<file path="src/hw/rtl/vec_pkg.sv">
// Types, constants and codes of the edge colorer.
package vec_pkg;

    localparam int MAX_VERTICES = 256;
    localparam int VTX_W        = 9;
    localparam int COL_W        = 9;
    localparam int PAIR_AW      = VTX_W + COL_W;
    localparam int SMALL_AW     = 9;
    localparam int FAN_DW       = VTX_W + COL_W;
    localparam int TOP_COLOR    = MAX_VERTICES + 1;
    localparam int FAN_MAX      = MAX_VERTICES + 2;
    localparam int TRIES_MAX    = 4 * FAN_MAX;
    localparam int STEPS_MAX    = 2 * FAN_MAX;
    localparam int TRIES_W      = 11;
    localparam int STEPS_W      = 10;

    typedef enum logic [1:0] {
        MODE_ADD   = 2'd0,
        MODE_QUERY = 2'd1,
        MODE_CLEAR = 2'd2,
        MODE_NONE  = 2'd3
    } vec_mode_t;

    typedef enum logic [1:0] {
        PB_CHAIN,
        PB_FAN,
        PB_LAST
    } vec_pb_kind_t;

    typedef enum logic [5:0] {
        ST_SWEEP, ST_IDLE, ST_DECODE, ST_TOP_CHK,
        ST_TRY, ST_UNDO_R, ST_UNDO_W, ST_TRY_F, ST_TRY_F2,
        ST_FAN_E, ST_FAN_E2, ST_FAN_D, ST_FAN_D2, ST_FAN_N1, ST_FAN_N2, ST_FAN_S,
        ST_PB_R, ST_PB_C, ST_PB_RET,
        ST_P_RD, ST_P_E1, ST_P_E2, ST_P_N1, ST_P_N2, ST_P_N3, ST_P_N4,
        ST_P_F1, ST_P_F2,
        ST_R_CHK, ST_R_D, ST_R_W,
        ST_FLIP, ST_FL_CHK, ST_FL_A, ST_FL_B, ST_FL_W2, ST_FL_E1, ST_FL_E2,
        ST_AFT, ST_AFT2, ST_SR_R, ST_SR_C,
        ST_FINAL, ST_FIN2, ST_DONE
    } vec_state_t;

    typedef struct packed {
        logic                e_re;
        logic [PAIR_AW-1:0]  e_raddr;
        logic                e_we;
        logic [PAIR_AW-1:0]  e_waddr;
        logic [COL_W-1:0]    e_wdata;
        logic                n_re;
        logic [PAIR_AW-1:0]  n_raddr;
        logic                n_we;
        logic [PAIR_AW-1:0]  n_waddr;
        logic [VTX_W-1:0]    n_wdata;
        logic                f_re;
        logic [SMALL_AW-1:0] f_raddr;
        logic                f_we;
        logic [SMALL_AW-1:0] f_waddr;
        logic [COL_W-1:0]    f_wdata;
        logic                fan_re;
        logic [SMALL_AW-1:0] fan_raddr;
        logic                fan_we;
        logic [SMALL_AW-1:0] fan_waddr;
        logic [FAN_DW-1:0]   fan_wdata;
        logic                s_re;
        logic [SMALL_AW-1:0] s_raddr;
        logic                s_we;
        logic [SMALL_AW-1:0] s_waddr;
        logic                s_wdata;
    } vec_mem_req_t;

    typedef struct packed {
        logic [COL_W-1:0]  e_rdata;
        logic [VTX_W-1:0]  n_rdata;
        logic [COL_W-1:0]  f_rdata;
        logic [FAN_DW-1:0] fan_rdata;
        logic              s_rdata;
    } vec_mem_rsp_t;

    typedef struct packed {
        logic             valid;
        logic [COL_W-1:0] color;
        logic [COL_W-1:0] max_color;
        logic             status;
    } vec_res_t;

    function automatic logic [PAIR_AW-1:0] pair_addr(input logic [VTX_W-1:0] hi,
                                                     input logic [COL_W-1:0] lo);
        pair_addr = {hi, lo};
    endfunction

endpackage

</file>
<file path="src/hw/rtl/vec_seq.sv">
// Sequencer: fan build, alternating path flip and recolouring over the memories.
module vec_seq (
    input  logic                        aclk,
    input  logic                        aresetn,
    input  logic [vec_pkg::VTX_W-1:0]   num_vertices,
    input  logic                        in_valid,
    output logic                        in_ready,
    input  logic [1:0]                  in_mode,
    input  logic [vec_pkg::VTX_W-1:0]   in_first,
    input  logic [vec_pkg::VTX_W-1:0]   in_second,
    input  logic                        out_free,
    output vec_pkg::vec_res_t           res,
    output vec_pkg::vec_mem_req_t       req,
    input  vec_pkg::vec_mem_rsp_t       rsp
);

    localparam logic [vec_pkg::VTX_W-1:0]   LIM_MAX  = vec_pkg::VTX_W'(vec_pkg::MAX_VERTICES);
    localparam logic [vec_pkg::COL_W-1:0]   COL_TOP  = vec_pkg::COL_W'(vec_pkg::TOP_COLOR);
    localparam logic [vec_pkg::SMALL_AW-1:0] FAN_TOP = vec_pkg::SMALL_AW'(vec_pkg::FAN_MAX);
    localparam logic [vec_pkg::TRIES_W-1:0] TRY_TOP  = vec_pkg::TRIES_W'(vec_pkg::TRIES_MAX);
    localparam logic [vec_pkg::STEPS_W-1:0] STEP_TOP = vec_pkg::STEPS_W'(vec_pkg::STEPS_MAX);

    vec_pkg::vec_state_t   state_reg, state_next;
    vec_pkg::vec_mode_t    mode_reg, mode_next;
    vec_pkg::vec_pb_kind_t kind_reg, kind_next;

    logic [vec_pkg::VTX_W-1:0]    u_reg, u_next, w_reg, w_next, v_reg, v_next;
    logic [vec_pkg::VTX_W-1:0]    pv_reg, pv_next, x_reg, x_next, nud_reg, nud_next;
    logic [vec_pkg::VTX_W-1:0]    a_reg, a_next, b_reg, b_next;
    logic [vec_pkg::COL_W-1:0]    c_reg, c_next, c0_reg, c0_next, d_reg, d_next;
    logic [vec_pkg::COL_W-1:0]    p_reg, p_next, pc_reg, pc_next, rc_reg, rc_next;
    logic [vec_pkg::COL_W-1:0]    color_reg, color_next, highest_reg, highest_next;
    logic [vec_pkg::SMALL_AW-1:0] n_reg, n_next, k_reg, k_next;
    logic [vec_pkg::TRIES_W-1:0]  tries_reg, tries_next;
    logic [vec_pkg::STEPS_W-1:0]  steps_reg, steps_next;
    logic [vec_pkg::PAIR_AW-1:0]  sw_reg, sw_next;
    logic                         phase_reg, phase_next, clr_reg, clr_next;
    logic                         status_reg, status_next;

    logic [vec_pkg::VTX_W-1:0] lim;
    logic                      bad;
    logic [vec_pkg::VTX_W-1:0] fan_v;
    logic [vec_pkg::COL_W-1:0] fan_c;
    logic                      sweep_end;
    logic                      edge_mode;

    assign lim       = (num_vertices > LIM_MAX) ? LIM_MAX : num_vertices;
    assign bad       = (u_reg == '0) || (w_reg == '0) || (u_reg > lim) || (w_reg > lim)
                       || (u_reg == w_reg);
    assign fan_v     = rsp.fan_rdata[vec_pkg::FAN_DW-1:vec_pkg::COL_W];
    assign fan_c     = rsp.fan_rdata[vec_pkg::COL_W-1:0];
    assign sweep_end = (sw_reg == '1);
    assign edge_mode = (mode_reg == vec_pkg::MODE_ADD) || (mode_reg == vec_pkg::MODE_QUERY);

    always_ff @(posedge aclk) begin
        if (!aresetn) begin
            state_reg   <= vec_pkg::ST_SWEEP;
            sw_reg      <= '0;
            highest_reg <= '0;
            n_reg       <= '0;
            clr_reg     <= 1'b0;
        end else begin
            state_reg   <= state_next;
            sw_reg      <= sw_next;
            highest_reg <= highest_next;
            n_reg       <= n_next;
            clr_reg     <= clr_next;
        end
    end

    always_ff @(posedge aclk) begin
        mode_reg   <= mode_next;
        kind_reg   <= kind_next;
        u_reg      <= u_next;
        w_reg      <= w_next;
        v_reg      <= v_next;
        pv_reg     <= pv_next;
        x_reg      <= x_next;
        nud_reg    <= nud_next;
        a_reg      <= a_next;
        b_reg      <= b_next;
        c_reg      <= c_next;
        c0_reg     <= c0_next;
        d_reg      <= d_next;
        p_reg      <= p_next;
        pc_reg     <= pc_next;
        rc_reg     <= rc_next;
        color_reg  <= color_next;
        k_reg      <= k_next;
        tries_reg  <= tries_next;
        steps_reg  <= steps_next;
        phase_reg  <= phase_next;
        status_reg <= status_next;
    end

    // next state
    always_comb begin
        state_next = state_reg;
        case (state_reg)
            vec_pkg::ST_SWEEP: begin
                if (sweep_end) begin
                    state_next = clr_reg ? vec_pkg::ST_DONE : vec_pkg::ST_IDLE;
                end
            end
            vec_pkg::ST_IDLE: begin
                if (in_valid) begin
                    state_next = vec_pkg::ST_DECODE;
                end
            end
            vec_pkg::ST_DECODE: begin
                if (mode_reg == vec_pkg::MODE_CLEAR) begin
                    state_next = vec_pkg::ST_SWEEP;
                end else if (edge_mode && !bad) begin
                    state_next = vec_pkg::ST_TOP_CHK;
                end else begin
                    state_next = vec_pkg::ST_DONE;
                end
            end
            vec_pkg::ST_TOP_CHK: begin
                if (mode_reg == vec_pkg::MODE_ADD && rsp.e_rdata == '0) begin
                    state_next = vec_pkg::ST_TRY;
                end else begin
                    state_next = vec_pkg::ST_DONE;
                end
            end
            vec_pkg::ST_TRY: begin
                if (tries_reg == TRY_TOP) begin
                    state_next = vec_pkg::ST_FINAL;
                end else if (n_reg == '0) begin
                    state_next = vec_pkg::ST_TRY_F;
                end else begin
                    state_next = vec_pkg::ST_UNDO_R;
                end
            end
            vec_pkg::ST_UNDO_R: state_next = vec_pkg::ST_UNDO_W;
            vec_pkg::ST_UNDO_W: begin
                state_next = (k_reg + 1'b1 == n_reg) ? vec_pkg::ST_TRY_F : vec_pkg::ST_UNDO_R;
            end
            vec_pkg::ST_TRY_F:  state_next = vec_pkg::ST_TRY_F2;
            vec_pkg::ST_TRY_F2: state_next = vec_pkg::ST_FAN_E;
            vec_pkg::ST_FAN_E:  state_next = vec_pkg::ST_FAN_E2;
            vec_pkg::ST_FAN_E2: begin
                if (rsp.e_rdata != '0) begin
                    state_next = vec_pkg::ST_FINAL;
                end else if (n_reg >= FAN_TOP) begin
                    state_next = vec_pkg::ST_FLIP;
                end else begin
                    state_next = vec_pkg::ST_FAN_D;
                end
            end
            vec_pkg::ST_FAN_D:  state_next = vec_pkg::ST_FAN_D2;
            vec_pkg::ST_FAN_D2: state_next = vec_pkg::ST_FAN_N1;
            vec_pkg::ST_FAN_N1: begin
                state_next = (rsp.n_rdata == '0) ? vec_pkg::ST_PB_R : vec_pkg::ST_FAN_N2;
            end
            vec_pkg::ST_FAN_N2: begin
                state_next = (rsp.n_rdata == '0) ? vec_pkg::ST_PB_R : vec_pkg::ST_FAN_S;
            end
            vec_pkg::ST_FAN_S: begin
                state_next = rsp.s_rdata ? vec_pkg::ST_FLIP : vec_pkg::ST_FAN_E;
            end
            vec_pkg::ST_PB_R:  state_next = vec_pkg::ST_PB_C;
            vec_pkg::ST_PB_C:  state_next = vec_pkg::ST_P_RD;
            vec_pkg::ST_P_RD:  state_next = vec_pkg::ST_P_E1;
            vec_pkg::ST_P_E1:  state_next = vec_pkg::ST_P_E2;
            vec_pkg::ST_P_E2:  state_next = vec_pkg::ST_P_N1;
            vec_pkg::ST_P_N1:  state_next = vec_pkg::ST_P_N2;
            vec_pkg::ST_P_N2:  state_next = vec_pkg::ST_P_N3;
            vec_pkg::ST_P_N3:  state_next = vec_pkg::ST_P_N4;
            vec_pkg::ST_P_N4: begin
                state_next = (p_reg != '0) ? vec_pkg::ST_P_F1 : vec_pkg::ST_R_CHK;
            end
            vec_pkg::ST_P_F1:  state_next = vec_pkg::ST_P_F2;
            vec_pkg::ST_P_F2:  state_next = vec_pkg::ST_PB_RET;
            vec_pkg::ST_R_CHK: begin
                state_next = (rc_reg == COL_TOP) ? vec_pkg::ST_R_W : vec_pkg::ST_R_D;
            end
            vec_pkg::ST_R_D: begin
                state_next = (rsp.n_rdata != '0) ? vec_pkg::ST_R_CHK : vec_pkg::ST_R_W;
            end
            vec_pkg::ST_R_W: begin
                state_next = phase_reg ? vec_pkg::ST_PB_RET : vec_pkg::ST_R_CHK;
            end
            vec_pkg::ST_PB_RET: begin
                if (k_reg != '0) begin
                    state_next = vec_pkg::ST_PB_R;
                end else if (kind_reg == vec_pkg::PB_LAST) begin
                    state_next = vec_pkg::ST_FINAL;
                end else begin
                    state_next = vec_pkg::ST_FAN_E;
                end
            end
            vec_pkg::ST_FLIP:   state_next = vec_pkg::ST_FL_CHK;
            vec_pkg::ST_FL_CHK: begin
                if (v_reg == '0 || steps_reg == STEP_TOP) begin
                    state_next = vec_pkg::ST_AFT;
                end else begin
                    state_next = vec_pkg::ST_FL_A;
                end
            end
            vec_pkg::ST_FL_A:  state_next = vec_pkg::ST_FL_B;
            vec_pkg::ST_FL_B:  state_next = vec_pkg::ST_FL_W2;
            vec_pkg::ST_FL_W2: begin
                state_next = (a_reg != '0) ? vec_pkg::ST_FL_E1 : vec_pkg::ST_FL_CHK;
            end
            vec_pkg::ST_FL_E1: state_next = vec_pkg::ST_FL_E2;
            vec_pkg::ST_FL_E2: state_next = vec_pkg::ST_FL_CHK;
            vec_pkg::ST_AFT:   state_next = vec_pkg::ST_AFT2;
            vec_pkg::ST_AFT2: begin
                if (rsp.n_rdata == '0) begin
                    state_next = vec_pkg::ST_TRY;
                end else if (n_reg < 9'd2) begin
                    state_next = vec_pkg::ST_FINAL;
                end else begin
                    state_next = vec_pkg::ST_SR_R;
                end
            end
            vec_pkg::ST_SR_R: state_next = vec_pkg::ST_SR_C;
            vec_pkg::ST_SR_C: begin
                if (fan_c == c_reg) begin
                    state_next = vec_pkg::ST_PB_C;
                end else if (k_reg == '0) begin
                    state_next = vec_pkg::ST_FINAL;
                end else begin
                    state_next = vec_pkg::ST_SR_R;
                end
            end
            vec_pkg::ST_FINAL: state_next = vec_pkg::ST_FIN2;
            vec_pkg::ST_FIN2:  state_next = vec_pkg::ST_DONE;
            vec_pkg::ST_DONE: begin
                if (out_free) begin
                    state_next = vec_pkg::ST_IDLE;
                end
            end
            default: state_next = vec_pkg::ST_IDLE;
        endcase
    end

    // datapath registers
    always_comb begin
        mode_next    = mode_reg;
        kind_next    = kind_reg;
        u_next       = u_reg;
        w_next       = w_reg;
        v_next       = v_reg;
        pv_next      = pv_reg;
        x_next       = x_reg;
        nud_next     = nud_reg;
        a_next       = a_reg;
        b_next       = b_reg;
        c_next       = c_reg;
        c0_next      = c0_reg;
        d_next       = d_reg;
        p_next       = p_reg;
        pc_next      = pc_reg;
        rc_next      = rc_reg;
        color_next   = color_reg;
        highest_next = highest_reg;
        n_next       = n_reg;
        k_next       = k_reg;
        tries_next   = tries_reg;
        steps_next   = steps_reg;
        sw_next      = sw_reg;
        phase_next   = phase_reg;
        clr_next     = clr_reg;
        status_next  = status_reg;
        case (state_reg)
            vec_pkg::ST_SWEEP: begin
                sw_next = sw_reg + 1'b1;
            end
            vec_pkg::ST_IDLE: begin
                mode_next = vec_pkg::vec_mode_t'(in_mode);
                u_next    = in_first;
                w_next    = in_second;
            end
            vec_pkg::ST_DECODE: begin
                clr_next    = (mode_reg == vec_pkg::MODE_CLEAR);
                color_next  = '0;
                status_next = edge_mode && bad;
                if (mode_reg == vec_pkg::MODE_CLEAR) begin
                    highest_next = '0;
                    n_next       = '0;
                    sw_next      = '0;
                end
            end
            vec_pkg::ST_TOP_CHK: begin
                color_next = rsp.e_rdata;
                tries_next = '0;
            end
            vec_pkg::ST_TRY:    k_next = '0;
            vec_pkg::ST_UNDO_W: k_next = k_reg + 1'b1;
            vec_pkg::ST_TRY_F2: begin
                c_next  = rsp.f_rdata;
                c0_next = rsp.f_rdata;
                v_next  = w_reg;
                d_next  = '0;
                n_next  = '0;
            end
            vec_pkg::ST_FAN_D2: begin
                d_next = rsp.f_rdata;
                n_next = n_reg + 1'b1;
            end
            vec_pkg::ST_FAN_N1: begin
                kind_next = vec_pkg::PB_CHAIN;
                k_next    = n_reg - 1'b1;
            end
            vec_pkg::ST_FAN_N2: begin
                nud_next  = rsp.n_rdata;
                kind_next = vec_pkg::PB_FAN;
                k_next    = n_reg - 1'b1;
            end
            vec_pkg::ST_FAN_S: begin
                if (!rsp.s_rdata) begin
                    v_next = nud_reg;
                end
            end
            vec_pkg::ST_PB_C: begin
                pv_next = fan_v;
                pc_next = (kind_reg == vec_pkg::PB_CHAIN) ? c_reg : fan_c;
            end
            vec_pkg::ST_P_E1: begin
                p_next = rsp.e_rdata;
                if (pc_reg > highest_reg) begin
                    highest_next = pc_reg;
                end
            end
            vec_pkg::ST_P_N4: begin
                x_next     = u_reg;
                phase_next = 1'b0;
                rc_next    = 9'd1;
            end
            vec_pkg::ST_R_D: begin
                if (rsp.n_rdata != '0) begin
                    rc_next = rc_reg + 1'b1;
                end
            end
            vec_pkg::ST_R_W: begin
                x_next     = pv_reg;
                phase_next = 1'b1;
                rc_next    = 9'd1;
            end
            vec_pkg::ST_PB_RET: begin
                if (kind_reg == vec_pkg::PB_CHAIN) begin
                    c_next = p_reg;
                end
                if (k_reg != '0) begin
                    k_next = k_reg - 1'b1;
                end
            end
            vec_pkg::ST_FLIP: steps_next = '0;
            vec_pkg::ST_FL_A: a_next = rsp.n_rdata;
            vec_pkg::ST_FL_B: b_next = rsp.n_rdata;
            vec_pkg::ST_FL_W2, vec_pkg::ST_FL_E2: begin
                if (state_reg == vec_pkg::ST_FL_E2 || a_reg == '0) begin
                    c_next     = d_reg;
                    d_next     = c_reg;
                    v_next     = a_reg;
                    steps_next = steps_reg + 1'b1;
                end
            end
            vec_pkg::ST_AFT2: begin
                if (rsp.n_rdata == '0) begin
                    tries_next = tries_reg + 1'b1;
                end else begin
                    k_next = n_reg - 9'd2;
                end
            end
            vec_pkg::ST_SR_C: begin
                kind_next = vec_pkg::PB_LAST;
                if (fan_c != c_reg && k_reg != '0) begin
                    k_next = k_reg - 1'b1;
                end
            end
            vec_pkg::ST_FIN2: color_next = rsp.e_rdata;
            default: begin
            end
        endcase
    end

    // memory requests and handshake outputs
    always_comb begin
        req = '0;
        case (state_reg)
            vec_pkg::ST_SWEEP: begin
                req.e_we    = 1'b1;
                req.e_waddr = sw_reg;
                req.n_we    = 1'b1;
                req.n_waddr = sw_reg;
                req.f_we    = 1'b1;
                req.f_waddr = sw_reg[vec_pkg::SMALL_AW-1:0];
                req.f_wdata = 9'd1;
                req.s_we    = 1'b1;
                req.s_waddr = sw_reg[vec_pkg::SMALL_AW-1:0];
            end
            vec_pkg::ST_DECODE, vec_pkg::ST_FAN_E, vec_pkg::ST_FINAL: begin
                req.e_re    = 1'b1;
                req.e_raddr = vec_pkg::pair_addr(u_reg, w_reg);
            end
            vec_pkg::ST_UNDO_R, vec_pkg::ST_PB_R, vec_pkg::ST_SR_R: begin
                req.fan_re    = 1'b1;
                req.fan_raddr = k_reg;
            end
            vec_pkg::ST_UNDO_W: begin
                req.s_we    = 1'b1;
                req.s_waddr = fan_c;
            end
            vec_pkg::ST_TRY_F: begin
                req.f_re    = 1'b1;
                req.f_raddr = u_reg;
            end
            vec_pkg::ST_FAN_D: begin
                req.f_re    = 1'b1;
                req.f_raddr = v_reg;
            end
            vec_pkg::ST_FAN_D2: begin
                req.fan_we    = 1'b1;
                req.fan_waddr = n_reg;
                req.fan_wdata = {v_reg, rsp.f_rdata};
                req.n_re      = 1'b1;
                req.n_raddr   = vec_pkg::pair_addr(v_reg, c_reg);
            end
            vec_pkg::ST_FAN_N1: begin
                req.n_re    = 1'b1;
                req.n_raddr = vec_pkg::pair_addr(u_reg, d_reg);
            end
            vec_pkg::ST_FAN_N2: begin
                req.s_re    = 1'b1;
                req.s_raddr = d_reg;
            end
            vec_pkg::ST_FAN_S: begin
                req.s_we    = !rsp.s_rdata;
                req.s_waddr = d_reg;
                req.s_wdata = 1'b1;
            end
            vec_pkg::ST_P_RD: begin
                req.e_re    = 1'b1;
                req.e_raddr = vec_pkg::pair_addr(u_reg, pv_reg);
            end
            vec_pkg::ST_P_E1: begin
                req.e_we    = 1'b1;
                req.e_waddr = vec_pkg::pair_addr(u_reg, pv_reg);
                req.e_wdata = pc_reg;
            end
            vec_pkg::ST_P_E2: begin
                req.e_we    = 1'b1;
                req.e_waddr = vec_pkg::pair_addr(pv_reg, u_reg);
                req.e_wdata = pc_reg;
            end
            vec_pkg::ST_P_N1: begin
                req.n_we    = 1'b1;
                req.n_waddr = vec_pkg::pair_addr(u_reg, pc_reg);
                req.n_wdata = pv_reg;
            end
            vec_pkg::ST_P_N2: begin
                req.n_we    = 1'b1;
                req.n_waddr = vec_pkg::pair_addr(pv_reg, pc_reg);
                req.n_wdata = u_reg;
            end
            vec_pkg::ST_P_N3: begin
                req.n_we    = 1'b1;
                req.n_waddr = vec_pkg::pair_addr(u_reg, p_reg);
            end
            vec_pkg::ST_P_N4: begin
                req.n_we    = 1'b1;
                req.n_waddr = vec_pkg::pair_addr(pv_reg, p_reg);
            end
            vec_pkg::ST_P_F1: begin
                req.f_we    = 1'b1;
                req.f_waddr = u_reg;
                req.f_wdata = p_reg;
            end
            vec_pkg::ST_P_F2: begin
                req.f_we    = 1'b1;
                req.f_waddr = pv_reg;
                req.f_wdata = p_reg;
            end
            vec_pkg::ST_R_CHK: begin
                req.n_re    = (rc_reg != COL_TOP);
                req.n_raddr = vec_pkg::pair_addr(x_reg, rc_reg);
            end
            vec_pkg::ST_R_W: begin
                req.f_we    = 1'b1;
                req.f_waddr = x_reg;
                req.f_wdata = rc_reg;
            end
            vec_pkg::ST_FL_CHK: begin
                req.n_re    = 1'b1;
                req.n_raddr = vec_pkg::pair_addr(v_reg, c_reg);
            end
            vec_pkg::ST_FL_A: begin
                req.n_re    = 1'b1;
                req.n_raddr = vec_pkg::pair_addr(v_reg, d_reg);
            end
            vec_pkg::ST_FL_B: begin
                req.n_we    = 1'b1;
                req.n_waddr = vec_pkg::pair_addr(v_reg, c_reg);
                req.n_wdata = rsp.n_rdata;
            end
            vec_pkg::ST_FL_W2: begin
                req.n_we    = 1'b1;
                req.n_waddr = vec_pkg::pair_addr(v_reg, d_reg);
                req.n_wdata = a_reg;
                // a missing old edge frees d; failing that a missing partner frees c
                req.f_we    = (a_reg == '0) || (b_reg == '0);
                req.f_waddr = v_reg;
                req.f_wdata = (a_reg == '0) ? d_reg : c_reg;
            end
            vec_pkg::ST_FL_E1: begin
                req.e_we    = 1'b1;
                req.e_waddr = vec_pkg::pair_addr(v_reg, a_reg);
                req.e_wdata = d_reg;
            end
            vec_pkg::ST_FL_E2: begin
                req.e_we    = 1'b1;
                req.e_waddr = vec_pkg::pair_addr(a_reg, v_reg);
                req.e_wdata = d_reg;
            end
            vec_pkg::ST_AFT: begin
                req.n_re    = 1'b1;
                req.n_raddr = vec_pkg::pair_addr(u_reg, c0_reg);
            end
            default: begin
            end
        endcase
    end

    assign in_ready      = (state_reg == vec_pkg::ST_IDLE);
    assign res.valid     = (state_reg == vec_pkg::ST_DONE) && out_free;
    assign res.color     = color_reg;
    assign res.max_color = highest_reg;
    assign res.status    = status_reg;

endmodule

</file>
<file path="config.mk">
export PLATFORM = sky130hd
export DESIGN_NAME = vec_seq
export DESIGN_NICKNAME = d
export VERILOG_FILES = /design/src/hw/rtl/vec_pkg.sv /design/src/hw/rtl/vec_seq.sv
export SDC_FILE = /design/constraint.sdc
export NUM_CORES = 1
export LEC_CHECK = 0
export ABC_AREA = 1
export CAP_MARGIN = 20
export CORE_MARGIN = 2
export CORE_UTILIZATION = 50
export CTS_CLUSTER_SIZE = 20
export DETAILED_ROUTE_END_ITERATION = 16
export DONT_BUFFER_PORTS = 1
export PLACE_DENSITY_LB_ADDON = 0.25
export SLEW_MARGIN = 20
export SYNTH_ARGS = -nofsm -noshare
export SYNTH_HDL_FRONTEND = slang
export SYNTH_SLANG_ARGS = --single-unit
</file>
<file path="constraint.sdc">
create_clock -name aclk -period 4.35 [get_ports aclk]
set_clock_uncertainty 0.05 [all_clocks]
set_input_delay 0.87 -clock aclk [delete_from_list [all_inputs] [get_ports aclk]]
set_output_delay 0.87 -clock aclk [all_outputs]
set_load 0.05 [all_outputs]
</file>
==> run summary <==
Run status: complete, no violations
Setup bufs post-CTS: 0
Final max-slew violation count: 0
Slowest stage delay, CP: 0.68 ns
Register bit count reported by yosys: 214
Most frequent cells in the layout: 387 x nand2_1, 276 x inv_1, 246 x nor2_1, 171 x edfxtp_1, 134 x buf_4
Area grow syn2layout: 14.5%
CP Max Fanout: 16
I/O pin count: 282
First-pass GRT wire length: 90.1 mm
Worst-skew pair later-pin latency: 0.55 ns
Crit. End Element: primary output
Depth of the worst hold-timing path: 0
Initial core utilization: 51.1%
DRT iter0 DRCs: 2005
Syn Nets: 1994
Vias: 15178
Clk sinks: 214
Nets: 2104
Antenna violations before repair: 0
Primary FF master, synth: edfxtp_1
Tot GR Track Use: 39.5%
Total wire length: 61.2 mm
Internal power: 3440 uW
Drt wl/cell: 25.7 um
Synth Instances: 1873
Yosys warning total: 0
Fin Setup TNS: 0 ns
GP Congestion: 1.05
# hold bufs at CTS: 0
Clock Pin Slew Worst Setup and Hold Paths: 0.07 ns
Post-route ant nets: 0
Logic pwr share: 3.0%
Final min period: 4.34 ns
Max FFs per register: 18
I/O Buffers: 0
Die area: 30000 um^2
Largest net degree at the start of global routing: 43
Sequential area share after synthesis: 41.9%
Kind of critical path: flip-flop to primary output
Period Utilization, post-route: 99.8%
Final hold violations: 0
Leak: 0.00726 uW
Net Switching: 1010 uW
Library cells used by synthesis: 54
Number of flops mapped to enable cells by yosys: 171
Sw Ratio: 22.6%
Rel. slew slack: 19.7%
Startpoint Class: flip-flop
Synthesized area: 14300 um^2
Maximum clock insertion buffer count: 3
FFs w/ async S/R, synth: 0%
Root Buffer: clkbuf_16
CTS buffer count: 25
P per Cell Area: 271 nW/um^2
Ant diodes: 0
Core ar.: 28000 um^2
Fin worst setup slack: 0.0104 ns
Most common cell on crit path: nand3_1
Worst-path cell chain: inv_2, nor2_4, nand3_1, inv_1, o21ai_0, nand3_1, buf_4
DR vias/cell: 6.38
DP HPWL: 46.4 mm
RSZ-0062 raised after global routing: false
CP Data Arrival Time: 3.42 ns
Fraction of layout cells with a size suffix above 1: 11.5%
Clock group share of total power: 47.6%
Achievable Freq: 230 MHz
Max rail drop VDD: 0.000314 V
Vias in the first global route: 14471
Worst reg2reg setup slack: 1.06 ns
Die height: 173 um
CTS tree: done
Cell Rows: 61
Syn_area_per_cell: 7.64 um^2
Critical Path RT: 3.43 ns
Flop pwr share: 49.4%
Worst Hold Class: input pin to flip-flop
CTS H-tree lvls: 1
Commonest non-fill, non-tap cell in the layout: nand2_1
Pre-CTS WS: 0.703 ns
Cts repair resizes: 0
Die width: 173 um
Max_cap viols: 0
Setup violations, final: 0
Worst slew pin tran: 1.20 ns
Slowest cell on crit path: inv_1
Total grt overflow: 0
Drt pass-1 iters: 6
# DRC: 0
R2R cell count: 10
==> critical path: cells and delay by family (launching register included) <==
kind,cells,cell delay [ns]
AND/OR/NAND/NOR,3,1.08
buffers and inverters,3,1.00
AO/OA/AOI/OAI,1,0.36
flip-flops,1,0.41
==> per-stage QoR <==
stage / cells / utilization [%] / power (uW) / instance area, um^2 / hold slack (ns)
floorplan: 1873 / - / 2330 / 14300 / 0.398
global placement: 2333 / 55.6 / 2370 / 15600 / 0.436
detailed placement: 2334 / 55.7 / 2370 / 15600 / 0.447
CTS: 2379 / 58.5 / 4440 / 16400 / 0.353
global route: 2379 / 58.5 / 4530 / 16400 / 0.352
finish: 2379 / 58.5 / 4450 / 16400 / 0.361
==> final timing paths <==
| check | startpoint | to |
|---|---|---|
| hold reg to reg | sw_reg[1]$_SDFFE_PN0P_ | sw_reg[1]$_SDFFE_PN0P_ |
| setup / recovery | state_reg[4]$_SDFFE_PN0P_ | req[134] |
| setup reg to reg | state_reg[4]$_SDFFE_PN0P_ | d_reg[3]$_DFFE_PP_ |
| hold / removal | rsp[18] | pv_reg[8]$_DFFE_PP_ |
==> cell families after synthesis <==
kind of cell | count (synthesis) | synth area share, %
compound gates | 401 | 18.0
flops | 214 | 41.9
mux | 2 | 0.157
xor+xnor | 24 | 1.47
fa+ha+maj | 42 | 3.67
buf+inv | 349 | 9.52
simple gates | 841 | 25.3
==> area by class of cell <==
class | count | area (um^2)
Fill cell | 2654 | 11600
Multi-Input combinational cell | 1310 | 7000
Sequential cell | 214 | 6000
Inverter | 297 | 1120
Timing Repair Buffer | 135 | 1020
Clock buffer | 32 | 672
Tap cell | 378 | 473
Clock inverter | 13 | 121
==> power groups by stage <==
| stage | registers [uW] | clock network (uW) | logic, uW |
|---|---|---|---|
| final | 2200 | 2120 | 135 |
| after global routing | 2200 | 2190 | 145 |
| after CTS | 2200 | 2110 | 131 |
| after detailed placement | 2240 | 0 | 130 |
| after global placement | 2240 | 0 | 129 |
| after floorplan | 2240 | 0 | 92.5 |
==> layer usage <==
| metal | part of all wire [%] | track usage, % |
|---|---|---|
| met1 | 37 | 50.8 |
| met2 | 45 | 63.5 |
| met3 | 12 | 8.91 |
| met4 | 5.7 | 18.1 |
| met5 | 0 | 0 |
==> synth_stat cells, types with 4 or more instances <==
library cell  number  area (um^2)
o2111ai_1         28          245
nand3_1           89          445
edfxtp_1         171         5130
nor3_1            31          155
buf_4              7         52.6
clkinv_1          10         37.5
nand2_2           11         68.8
nor4_1             4         25.0
nor2_1           248          931
dfxtp_1           43          861
a221oi_1          14          123
nand3b_1           4         30.0
o21ai_1           12         60.1
o22ai_1           56          350
inv_2             11         41.3
xor2_1            14          123
o21ai_0           95          475
inv_1            276         1040
a211oi_1           9         67.6
nand2_4            4         45.0
nand4_1           31          194
o221ai_1          34          298
nor2_2             6         37.5
nor2_4             4         45.0
buf_2              9         45.0
xnor2_1           10         87.6
o211ai_1          24          180
nor3b_1            8         60.1
nand2_1          387         1450
a22oi_1           27          203
a21oi_1           83          415
a31oi_1            5         31.3
ha_1              42          526
clkbuf_1          31          116
(Power assumes the default switching activity.)
